===== config.mk =====
export PLATFORM = sky130hd
export DESIGN_NAME = two_channel_moving_average
export DESIGN_NICKNAME = d
export VERILOG_FILES = /design/src/tcma_pkg.sv /design/src/tcma_window.sv /design/src/tcma_divider.sv /design/src/two_channel_moving_average.sv
export SDC_FILE = /design/constraint.sdc
export NUM_CORES = 1
export LEC_CHECK = 0
export ABC_AREA = 1
export BUFFER_PORTS_ARGS = -buffer_cell sky130_fd_sc_hd__buf_2
export CAP_MARGIN = 5
export CORE_UTILIZATION = 52
export DETAILED_ROUTE_END_ITERATION = 8
export GPL_TIMING_DRIVEN = 0
export HOLD_SLACK_MARGIN = 0.02
export PLACE_DENSITY = 0.69
export SLEW_MARGIN = 40
export SYNTH_ARGS = -nofsm -noshare
export SYNTH_HDL_FRONTEND = slang
export SYNTH_SLANG_ARGS = --single-unit
export TNS_END_PERCENT = 20

===== constraint.sdc =====
create_clock -name clock -period 3 [get_ports clock]
set_input_delay 0.15 -clock clock [delete_from_list [all_inputs] [get_ports clock]]
set_output_delay 0.15 -clock clock [all_outputs]
set_load 0.005 [all_outputs]

===== src/tcma_pkg.sv =====
// Shared types and constants for the two-channel moving average.
// Depends on nothing; every other file imports it.
`default_nettype none

package tcma_pkg;

   localparam int WINDOW_SAMPLES = 10;

   localparam int TEMP_W = 11;
   localparam int HUM_W  = 10;
   localparam int HELD_W = 4;

   localparam int CNT_W  = $clog2(WINDOW_SAMPLES + 1);
   localparam int IDX_W  = (WINDOW_SAMPLES > 1) ? $clog2(WINDOW_SAMPLES) : 1;

   localparam int TSUM_W = TEMP_W + CNT_W;
   localparam int HSUM_W = HUM_W + CNT_W;
   // 2*|sum| + n fits in one bit over the humidity sum
   localparam int DVD_W  = HSUM_W + 1;
   localparam int DVS_W  = CNT_W + 1;
   localparam int STEP_W = $clog2(DVD_W + 1);

   localparam int REQ_TDATA_W = 24;
   localparam int RSP_TDATA_W = 32;
   localparam int REQ_TUSER_W = 1;
   localparam int RSP_TUSER_W = 2;

   typedef enum logic [2:0] {
      ST_IDLE,
      ST_SUM,
      ST_TSTART,
      ST_TWAIT,
      ST_HSTART,
      ST_HWAIT,
      ST_DONE
   } tcma_state_type;

   typedef struct packed {
      logic             start;
      logic [DVD_W-1:0] dividend;
      logic [DVS_W-1:0] divisor;
   } tcma_div_req_type;

   typedef struct packed {
      logic             done;
      logic [DVD_W-1:0] quotient;
   } tcma_div_rsp_type;

endpackage

`default_nettype wire


===== src/tcma_window.sv =====
// Sample window: two ring stores, write position and full flag.
// Registered read port. Depends on tcma_pkg.
`default_nettype none

module tcma_window
   import tcma_pkg::*;
(
   input  wire logic                     clock,
   input  wire logic                     reset,
   input  wire logic                     wr_en,
   input  wire logic signed [TEMP_W-1:0] wr_temp,
   input  wire logic [HUM_W-1:0]         wr_hum,
   input  wire logic [IDX_W-1:0]         rd_idx,
   output logic signed [TEMP_W-1:0]      rd_temp,
   output logic [HUM_W-1:0]              rd_hum,
   output logic [CNT_W-1:0]              held_count
);

   logic signed [TEMP_W-1:0] temp_mem [WINDOW_SAMPLES];
   logic [HUM_W-1:0]         hum_mem  [WINDOW_SAMPLES];

   logic [IDX_W-1:0] write_pos_ff, write_pos_in;
   logic             window_full_ff, window_full_in;
   logic             wrap;

   assign wrap = (write_pos_ff == IDX_W'(WINDOW_SAMPLES - 1));

   always_comb begin
      write_pos_in   = write_pos_ff;
      window_full_in = window_full_ff;
      if (wr_en) begin
         if (wrap) begin
            write_pos_in   = '0;
            window_full_in = 1'b1;
         end else begin
            write_pos_in = write_pos_ff + IDX_W'(1);
         end
      end
   end

   always_ff @(posedge clock) begin
      if (reset) begin
         write_pos_ff   <= '0;
         window_full_ff <= 1'b0;
      end else begin
         write_pos_ff   <= write_pos_in;
         window_full_ff <= window_full_in;
      end
   end

   always_ff @(posedge clock) begin
      if (wr_en) begin
         temp_mem[write_pos_ff] <= wr_temp;
         hum_mem[write_pos_ff]  <= wr_hum;
      end
      rd_temp <= temp_mem[rd_idx];
      rd_hum  <= hum_mem[rd_idx];
   end

   assign held_count = window_full_ff ? CNT_W'(WINDOW_SAMPLES) : CNT_W'(write_pos_ff);

endmodule

`default_nettype wire


===== src/tcma_divider.sv =====
// Shared restoring divider, one quotient bit per cycle.
// Used once per channel for the rounded mean. Depends on tcma_pkg.
`default_nettype none

module tcma_divider
   import tcma_pkg::*;
(
   input  wire logic             clock,
   input  wire logic             reset,
   input  wire tcma_div_req_type req,
   output tcma_div_rsp_type      rsp
);

   logic [DVD_W-1:0]  quo_ff, quo_in;
   logic [DVS_W-1:0]  rem_ff, rem_in;
   logic [DVS_W-1:0]  dvs_ff, dvs_in;
   logic [STEP_W-1:0] step_ff, step_in;
   logic              busy_ff, busy_in;
   logic              done_ff, done_in;

   logic [DVS_W:0]    trial;
   logic              fits;

   assign trial = {rem_ff, quo_ff[DVD_W-1]};
   assign fits  = (trial >= {1'b0, dvs_ff});

   always_comb begin
      quo_in  = quo_ff;
      rem_in  = rem_ff;
      dvs_in  = dvs_ff;
      step_in = step_ff;
      busy_in = busy_ff;
      done_in = 1'b0;
      if (req.start) begin
         quo_in  = req.dividend;
         rem_in  = '0;
         dvs_in  = req.divisor;
         step_in = STEP_W'(DVD_W);
         busy_in = 1'b1;
      end else if (busy_ff) begin
         quo_in  = {quo_ff[DVD_W-2:0], fits};
         rem_in  = fits ? DVS_W'(trial - {1'b0, dvs_ff}) : DVS_W'(trial);
         step_in = step_ff - STEP_W'(1);
         if (step_ff == STEP_W'(1)) begin
            busy_in = 1'b0;
            done_in = 1'b1;
         end
      end
   end

   always_ff @(posedge clock) begin
      if (reset) begin
         busy_ff <= 1'b0;
         done_ff <= 1'b0;
         step_ff <= '0;
      end else begin
         busy_ff <= busy_in;
         done_ff <= done_in;
         step_ff <= step_in;
      end
      quo_ff <= quo_in;
      rem_ff <= rem_in;
      dvs_ff <= dvs_in;
   end

   assign rsp.done     = done_ff;
   assign rsp.quotient = quo_ff;

endmodule

`default_nettype wire


===== src/two_channel_moving_average.sv =====
// Top level: two-channel moving average over a window of readings.
// Instantiates tcma_window and tcma_divider; depends on tcma_pkg.
//
// channel  dir  tdata bits (low up)                         tuser bits
// req      in   temperature_tenths[10:0] humidity[20:11]    [0] reading_valid
// rsp      out  avg_temp[10:0] avg_hum[20:11] held[24:21]   [0] average_valid
//                                                           [1] sample_accepted
//
// An item passes from accept through the sum state, a start and a wait state
// for each channel's divide, and the done state to the result. The window sum
// walks the store one entry a cycle over the N samples held (0..WINDOW_SAMPLES);
// the shared divider works through the dividend bit by bit for each channel. An empty
// window skips both divides. The next item can be taken once the result loads.
// req_tready is high only while the sequencer is idle; the result sits in an
// output register, so a new item is taken while rsp is stalled.
// Synchronous active-high reset clears position, full flag and control state.
`default_nettype none

module two_channel_moving_average
   import tcma_pkg::*;
(
   input  wire logic                   clock,
   input  wire logic                   reset,
   input  wire logic                   req_tvalid,
   output logic                        req_tready,
   // [10:0] temperature_tenths, [20:11] humidity_tenths, [23:21] zero
   input  wire logic [REQ_TDATA_W-1:0] req_tdata,
   // [0] reading_valid
   input  wire logic [REQ_TUSER_W-1:0] req_tuser,
   output logic                        rsp_tvalid,
   input  wire logic                   rsp_tready,
   // [10:0] average_temperature_tenths, [20:11] average_humidity_tenths,
   // [24:21] samples_held, [31:25] zero
   output logic [RSP_TDATA_W-1:0]      rsp_tdata,
   // [0] average_valid, [1] sample_accepted
   output logic [RSP_TUSER_W-1:0]      rsp_tuser
);

   tcma_state_type state_ff, state_in;

   // input fields
   logic signed [TEMP_W-1:0] in_temp;
   logic [HUM_W-1:0]         in_hum;
   logic                     in_valid;
   logic                     accept;

   assign in_temp  = req_tdata[TEMP_W-1:0];
   assign in_hum   = req_tdata[TEMP_W+HUM_W-1:TEMP_W];
   assign in_valid = req_tuser[0];
   assign accept   = req_tvalid && req_tready;

   // window
   logic [IDX_W-1:0]         rd_idx;
   logic signed [TEMP_W-1:0] rd_temp;
   logic [HUM_W-1:0]         rd_hum;
   logic [CNT_W-1:0]         held_count;

   tcma_window u_window (
      .clock      (clock),
      .reset      (reset),
      .wr_en      (accept && in_valid),
      .wr_temp    (in_temp),
      .wr_hum     (in_hum),
      .rd_idx     (rd_idx),
      .rd_temp    (rd_temp),
      .rd_hum     (rd_hum),
      .held_count (held_count)
   );

   // divider
   tcma_div_req_type div_req;
   tcma_div_rsp_type div_rsp;

   tcma_divider u_divider (
      .clock (clock),
      .reset (reset),
      .req   (div_req),
      .rsp   (div_rsp)
   );

   // working registers
   logic [CNT_W-1:0]         idx_ff, idx_in;
   logic signed [TSUM_W-1:0] tsum_ff, tsum_in;
   logic [HSUM_W-1:0]        hsum_ff, hsum_in;
   logic [TEMP_W-1:0]        tavg_ff, tavg_in;
   logic [HUM_W-1:0]         havg_ff, havg_in;
   logic                     stored_ff, stored_in;

   // output register
   logic                     out_valid_ff, out_valid_in;
   logic [TEMP_W-1:0]        out_temp_ff, out_temp_in;
   logic [HUM_W-1:0]         out_hum_ff, out_hum_in;
   logic [HELD_W-1:0]        out_held_ff, out_held_in;
   logic                     out_avgv_ff, out_avgv_in;
   logic                     out_acc_ff, out_acc_in;

   logic                     out_free;
   logic                     sum_last;
   logic                     tsum_neg;
   logic [TSUM_W-1:0]        tsum_mag;
   logic [TEMP_W-1:0]        tq;

   assign out_free = !out_valid_ff || rsp_tready;
   assign sum_last = (idx_ff == held_count);
   assign tsum_neg = tsum_ff[TSUM_W-1];
   assign tsum_mag = tsum_neg ? TSUM_W'(-tsum_ff) : TSUM_W'(tsum_ff);
   assign tq       = div_rsp.quotient[TEMP_W-1:0];

   // next state
   always_comb begin
      state_in = state_ff;
      unique case (state_ff)
         ST_IDLE:   if (accept) state_in = ST_SUM;
         ST_SUM: begin
            if (sum_last) state_in = (held_count == '0) ? ST_DONE : ST_TSTART;
         end
         ST_TSTART: state_in = ST_TWAIT;
         ST_TWAIT:  if (div_rsp.done) state_in = ST_HSTART;
         ST_HSTART: state_in = ST_HWAIT;
         ST_HWAIT:  if (div_rsp.done) state_in = ST_DONE;
         ST_DONE:   if (out_free) state_in = ST_IDLE;
         default:   state_in = ST_IDLE;
      endcase
   end

   // sequencer outputs
   always_comb begin
      req_tready = (state_ff == ST_IDLE);
      rd_idx     = (idx_ff < held_count) ? idx_ff[IDX_W-1:0] : '0;

      div_req.start    = 1'b0;
      div_req.divisor  = {held_count, 1'b0};
      div_req.dividend = DVD_W'({tsum_mag, 1'b0}) + DVD_W'(held_count);
      if (state_ff == ST_HSTART) begin
         div_req.dividend = DVD_W'({hsum_ff, 1'b0}) + DVD_W'(held_count);
      end
      if (state_ff == ST_TSTART || state_ff == ST_HSTART) begin
         div_req.start = 1'b1;
      end
   end

   // datapath
   always_comb begin
      idx_in    = idx_ff;
      tsum_in   = tsum_ff;
      hsum_in   = hsum_ff;
      tavg_in   = tavg_ff;
      havg_in   = havg_ff;
      stored_in = stored_ff;

      out_valid_in = out_valid_ff && !rsp_tready;
      out_temp_in  = out_temp_ff;
      out_hum_in   = out_hum_ff;
      out_held_in  = out_held_ff;
      out_avgv_in  = out_avgv_ff;
      out_acc_in   = out_acc_ff;

      unique case (state_ff)
         ST_IDLE: begin
            if (accept) begin
               idx_in    = '0;
               tsum_in   = '0;
               hsum_in   = '0;
               tavg_in   = '0;
               havg_in   = '0;
               stored_in = in_valid;
            end
         end
         ST_SUM: begin
            // data read at idx-1 arrives now
            if (idx_ff != '0) begin
               tsum_in = tsum_ff + {{(TSUM_W-TEMP_W){rd_temp[TEMP_W-1]}}, rd_temp};
               hsum_in = hsum_ff + HSUM_W'(rd_hum);
            end
            if (!sum_last) idx_in = idx_ff + CNT_W'(1);
         end
         ST_TWAIT: begin
            if (div_rsp.done) tavg_in = tsum_neg ? TEMP_W'(-tq) : tq;
         end
         ST_HWAIT: begin
            if (div_rsp.done) havg_in = div_rsp.quotient[HUM_W-1:0];
         end
         ST_DONE: begin
            if (out_free) begin
               out_valid_in = 1'b1;
               out_temp_in  = tavg_ff;
               out_hum_in   = havg_ff;
               out_held_in  = HELD_W'(held_count);
               out_avgv_in  = (held_count != '0);
               out_acc_in   = stored_ff;
            end
         end
         ST_TSTART, ST_HSTART: ;
         default: ;
      endcase
   end

   always_ff @(posedge clock) begin
      if (reset) begin
         state_ff     <= ST_IDLE;
         out_valid_ff <= 1'b0;
      end else begin
         state_ff     <= state_in;
         out_valid_ff <= out_valid_in;
      end
      idx_ff      <= idx_in;
      tsum_ff     <= tsum_in;
      hsum_ff     <= hsum_in;
      tavg_ff     <= tavg_in;
      havg_ff     <= havg_in;
      stored_ff   <= stored_in;
      out_temp_ff <= out_temp_in;
      out_hum_ff  <= out_hum_in;
      out_held_ff <= out_held_in;
      out_avgv_ff <= out_avgv_in;
      out_acc_ff  <= out_acc_in;
   end

   assign rsp_tvalid = out_valid_ff;
   assign rsp_tdata  = {(RSP_TDATA_W-TEMP_W-HUM_W-HELD_W)'(0),
                        out_held_ff, out_hum_ff, out_temp_ff};
   assign rsp_tuser  = {out_acc_ff, out_avgv_ff};

endmodule

`default_nettype wire


**After elaboration in Yosys (flattened, before gate mapping)**

Memory sizes are Yosys's and may differ from the RTL's. A register that Yosys moved wholly into a read port is not among the register bits.
Cells that the tools add are included.

- Add/sub/neg operators: 10
- Order comparisons: 2
- Equal/unequal tests: 16
- Multiplexer cells: 42
- Bitwise logic cells: 1
- Reductions and logical operators: 24

Operators by type and width:

| cell | number |
|---|---|
| $mux 15 | 5 |
| $mux 14 | 3 |
| $mux 11 | 3 |
| $add 15x4->15 | 2 |
| $pmux 15 s2 | 1 |
| $mux 4 | 7 |
| $pmux 14 s2 | 1 |
| $pmux 11 s2 | 1 |
| $pmux 3 s7 | 1 |
| $mux 10 | 2 |
| $pmux 10 s2 | 1 |
| $mux 3 | 6 |
| $add 15x15->15 | 1 |
| $add 14x10->14 | 1 |
| $neg 14->14 | 1 |
| $reduce_and 3->1 | 4 |
| $neg 11->11 | 1 |
| $eq 3x3->1 const B | 3 |
| $mux 1 | 9 |
| $add 4x1->4 const B | 2 |
| $ne 2x2->1 const B | 4 |
| $pmux 4 s2 | 1 |
| $reduce_bool 2->1 | 4 |
| $reduce_bool 4->1 | 2 |
| other kinds (20) | 29 |

- Flip-flop bits (word level): 121
- RAM bits: 210
- Input port bits: 29
- Output and inout bits: 36
- Word-level logic and storage cells: 118
- Memories kept: 2

Memories:

| name | depth | bits a word | rd ports | clocked after Yosys merged registers in | write ports | line | text |
|---|---|---|---|---|---|---|---|
| u_window.temp_mem | 10 | 11 | 1 | 1 | 1 | tcma_window.sv:19 | `logic signed [TEMP_W-1:0] temp_mem [WINDOW_SAMPLES];` |
| u_window.hum_mem | 10 | 10 | 1 | 1 | 1 | tcma_window.sv:20 | `logic [HUM_W-1:0] hum_mem [WINDOW_SAMPLES];` |

**Longest topological paths before layout**

- Depth after elaboration: 5
- Mapped depth: 19
- Mapped depth without buffers: 17

**Modules after synthesis**

Synthesis repeated with hierarchy kept, for this count alone.

- Cell total of the unflattened synthesis: 1,700
- Area, all modules: 16,689.8 um^2

Modules (own cells, without submodules):

| module | instances | cells an instance | area each (um^2) | sequential area each (um^2) |
|---|---|---|---|---|
| tcma_window | 1 | 871 | 9,487.8 | 6,826.5 |
| two_channel_moving_average | 1 | 654 | 5,640.4 | 2,542.4 |
| tcma_divider | 1 | 175 | 1,561.5 | 820.8 |

**Least setup slack after synthesis**

Ideal clock, no wire load.

- Path type: reg2reg
- Start: register state_ff[0]
- End: register u_divider.quo_ff[13], data pin
- Setup time: 0.253 ns
- Arrival: 2.213 ns
- Required time: 2.747 ns
- Slack: 0.534 ns
- Stages on the path, launching flop included: 20
- Buffers on the path: 2
- Clock period less this slack: 2.466 ns
- Cells stage by stage: dfxtp_1 nor2_2 nand2_2 buf_6 buf_2 inv_1 nand2_1 o21ai_0 ha_1 fa_1 nand2_1 nand2_1 nand3_1 nor2_2 nand2_1 nor2_2 nand3_1 nand2_1 nand3_1 nand2_1

- Cells in the longest elaborated chain, start to end: 4
- Elaborated cells between the ends (all ways): 6
- Those cells by class: eq/ne: 2; mux: 3; reduce/logical: 1

RTL lines:

| what | line | text |
|---|---|---|
| start, declared | two_channel_moving_average.sv:39 | `tcma_state_type state_ff, state_in;` |
| start signal, assigned | two_channel_moving_average.sv:203 | `state_ff <= state_in;` |
| $eq 3x2->1 / $eq 3x3->1 (equally long branches) | two_channel_moving_average.sv:137, two_channel_moving_average.sv:134 |  |
| $logic_or 1x1->1 | two_channel_moving_average.sv:137 | `if (state_ff == ST_TSTART \|\| state_ff == ST_HSTART) begin` |
| $mux 1 | two_channel_moving_average.sv:137 |  |
| $mux 15 (*) | tcma_divider.sv:34 | `if (req.start) begin` |
| named net u_divider.quo_in[13] | tcma_divider.sv:14 | `logic [DVD_W-1:0] quo_ff, quo_in;` |
| end signal, assigned | tcma_divider.sv:61 | `quo_ff <= quo_in;` |
| end, declared | tcma_divider.sv:14 |  |

Mark *: on every way through the listed nets, which the timed path passes. The rest lies on a longest branch.
A chain may end at the register's enable or synchronous reset.

==> qor.txt <==
Crit path capture - u_window.rd_temp[6]
Vias in the first global route - 10803
Clock Skew - 0.0160 ns
Largest net degree at the start of global routing - 30
Fmax - 356 MHz
Kind of end point of the critical path - flop
Ant diodes - 0
CTS tree - done
Die Span Y - 177 um
Dpl cell area - 0.0170 sq mm
FF-to-FF Start - u_window.write_pos_ff[2]
Die width - 177 um
Worst EP arrival - 3.19 ns
Num CTS Buffers - 37
Leak - 7.18 nW
Pwr dens - 1020 mW/mm^2
Post-synth ARST share - 0%
Status - finished, final reports clean
Clock-pin slew on the worst setup and hold paths - 0.06 ns
Post-route DRC - 0
H-tree levels - 2
Row count - 63
Hold depth - 2
Die area - 0.0312 sq mm
Area of the core - 0.0299 sq mm
Clock Latency Late Sink - 0.52 ns
Vias per cell - 5.41
Root Buffer Master - clkbuf_16
Worst Path Required - 3.38 ns
Starting density of the core - 53.1%
Element type at the critical path start - flop
Clock sink total - 352
I/O pin cnt - 65
GP Congestion - 0.871
Commonest non-fill, non-tap cell in the layout - edfxtp_1
Initial DRC count - 1037
First-pass GRT wire length - 55.5 mm
Slew HR - 47.9%
NumNets Final - 1700
Max-slew violation count - 0
VDD IR max - 0.596 mV
DPL Wire Length - 24.5 mm
Setup-failing EPs final - 0
Commonest cells after routing, fill and taps aside - 311 x edfxtp_1, 253 x nand2_1, 185 x inv_1, 127 x nor2_1, 106 x o21ai_0
R2R Setup Slk - 0.19 ns
Hold path start - req_tuser
Warnings, synthesis - 0
Mapped Area - 0.0159 sq mm
Layout cells sized above 1 - 12.5%
Worst r2r path cells - 13
WL final - 34.7 mm
Distinct cell type count after synthesis - 43
Routed Antenna Nets - 0
Period minus WS final - 2.81 ns
HP Class - input port to flop
Critical path type - flop to flop
Multi-input combinational cell area - 0.00480 sq mm
Area delta synth->final - 16.8%
Tcrit/Tclk final - 93.6%
Router iterations before antenna repair - 5
Final Hold Vio Count - 0
Max-cap violations - 0
Port Buf Inserts - 54
RSZ-0062 raised after global routing - yes
Routed length per placed instance - 17.0 um
Main flop type after synthesis - edfxtp_1
Sequential cell area - 0.0102 sq mm
Final Instance Area - 0.0185 sq mm
Synth Register Bits - 352
Mapped Cells - 1492
Sequential-to-total area share from yosys stat - 64.0%
Fillers - 2330
Critical path origin - u_window.write_pos_ff[2]
Gr ovfl total - 0
Avg Inst Size Synth - 10.6 sq um
Gr usage total - 22.9%
Tot Pwr - 18.9 mW
Clk buf depth - 3
Total negative slack - 0 ns
Antenna violations before repair - 0
Crit-path max FO - 10
EDFF count, synth - 311
FF-to-FF End - u_window.rd_temp[6]
Vias - 11048
Worst-margin pin slew - 0.780 ns
-- state kept, by name (all words and copies together) (netlist names), 5 cells and up --
signal / count
u_window.hum_mem: 100
u_window.rd_temp: 11
u_window.rd_hum: 10
tsum_ff: 15
out_temp_ff: 11
u_window.temp_mem: 110
tavg_ff: 11
havg_ff: 10
hsum_ff: 14
u_divider.rem_ff: 5
u_divider.quo_ff: 15
out_hum_ff: 10
-- synthesized netlist by cell type (10+ instances only) --
master    count  area share, %
buf_2        22           0.69
ha_1         41            3.2
inv_1       185            4.4
nand3_1      44            1.4
edfxtp_1    311             59
nand2_1     254            6.0
o211ai_1     86            4.1
dfxtp_1      41            5.2
inv_2        10           0.24
clkbuf_1     28           0.66
o21ai_0     109            3.4
o21ai_1      42            1.3
buf_4        10           0.47
nor2_1      140            3.3
a21oi_1      77            2.4
nor3_1       15           0.47
-- through the flow --
stage               worst slack, ns  std cells  utilization (%)  hold slack (ns)
global route                -0.0223       2044             62.1            0.372
finish                        0.192       2044             62.1            0.363
detailed placement           -0.218       1953             56.9            0.348
global placement             -0.462       1942             55.8            0.350
floorplan                     0.534       1498                -            0.228
CTS                        0.000929       2045             61.9            0.363
-- metal layers --
| layer | global-route usage (%) | share of wire [%] | vias to the layer above |
|---|---|---|---|
| met4 | 8.15 | 2.8 | 0 |
| met5 | 0 | 0 | - |
| met1 | 29.9 | 43 | 5194 |
| met3 | 3.18 | 5.4 | 75 |
| li1 | - | - | 5456 |
| met2 | 39.1 | 49 | 323 |
-- report_power, final --
part | internal [mW] | switching, mW | leakage (nW)
Sequential | 6.42 | 0.511 | 3.20
Clock | 2.82 | 1.86 | 0.606
Combinational | 2.30 | 4.95 | 3.37
-- worst max-delay path, cell delays in order, from the launching register on --
cell      delay (ns)
dfxtp_1         0.36
inv_1           0.12
nor2_4          0.21
inv_1           0.07
ha_1            0.28
nand2_1         0.10
o21ai_4         0.26
nor2_1          0.14
buf_2           0.21
buf_2           0.24
o211ai_1        0.13
o21ai_1         0.10
o211ai_1        0.35
nand2_1         0.11
-- repair_timing --
| item | 4_1_cts | 5_1_grt |
|---|---|---|
| buffers inserted | 0 | 0 |
| hold buffers | 25 | 0 |
| resized for setup | 5 | 17 |
| hold endpoints to repair | 218 | 0 |
| endpoints found under the setup margin | 20 | 24 |
| pin swaps | 0 | 5 |
-- worst min path at each step --
stage | slack, ns | end
CTS | 0.36 | stored_ff
detailed placement | 0.35 | stored_ff
finish | 0.36 | stored_ff
global placement | 0.35 | stored_ff
floorplan | 0.23 | state_ff[0]
global route | 0.37 | stored_ff
-- final cells by class --
type / count / share of cell area [%]
buffer: 62 / 1.80
clock buffer: 49 / 5.46
multi-input combinational: 887 / 25.9
sequential: 352 / 54.8
timing repair buffer: 90 / 4.17
inverter: 196 / 4.00
clock inverter: 18 / 1.28
tap: 390 / 2.63
-- kinds of logic (layout without fill, tap and decap cells) --
family | after synthesis | after routing | share of synthesized area (%)
buf+inv | 259 | 415 | 6.68
compound gates | 346 | 346 | 12.8
simple gates | 483 | 483 | 12.4
other cells | 1 | 7 | 0.0236
fa+ha+maj | 45 | 45 | 3.74
xor+xnor | 6 | 6 | 0.331
flops | 352 | 352 | 64.0
Note: power is estimated with default switching activity, not from simulation.
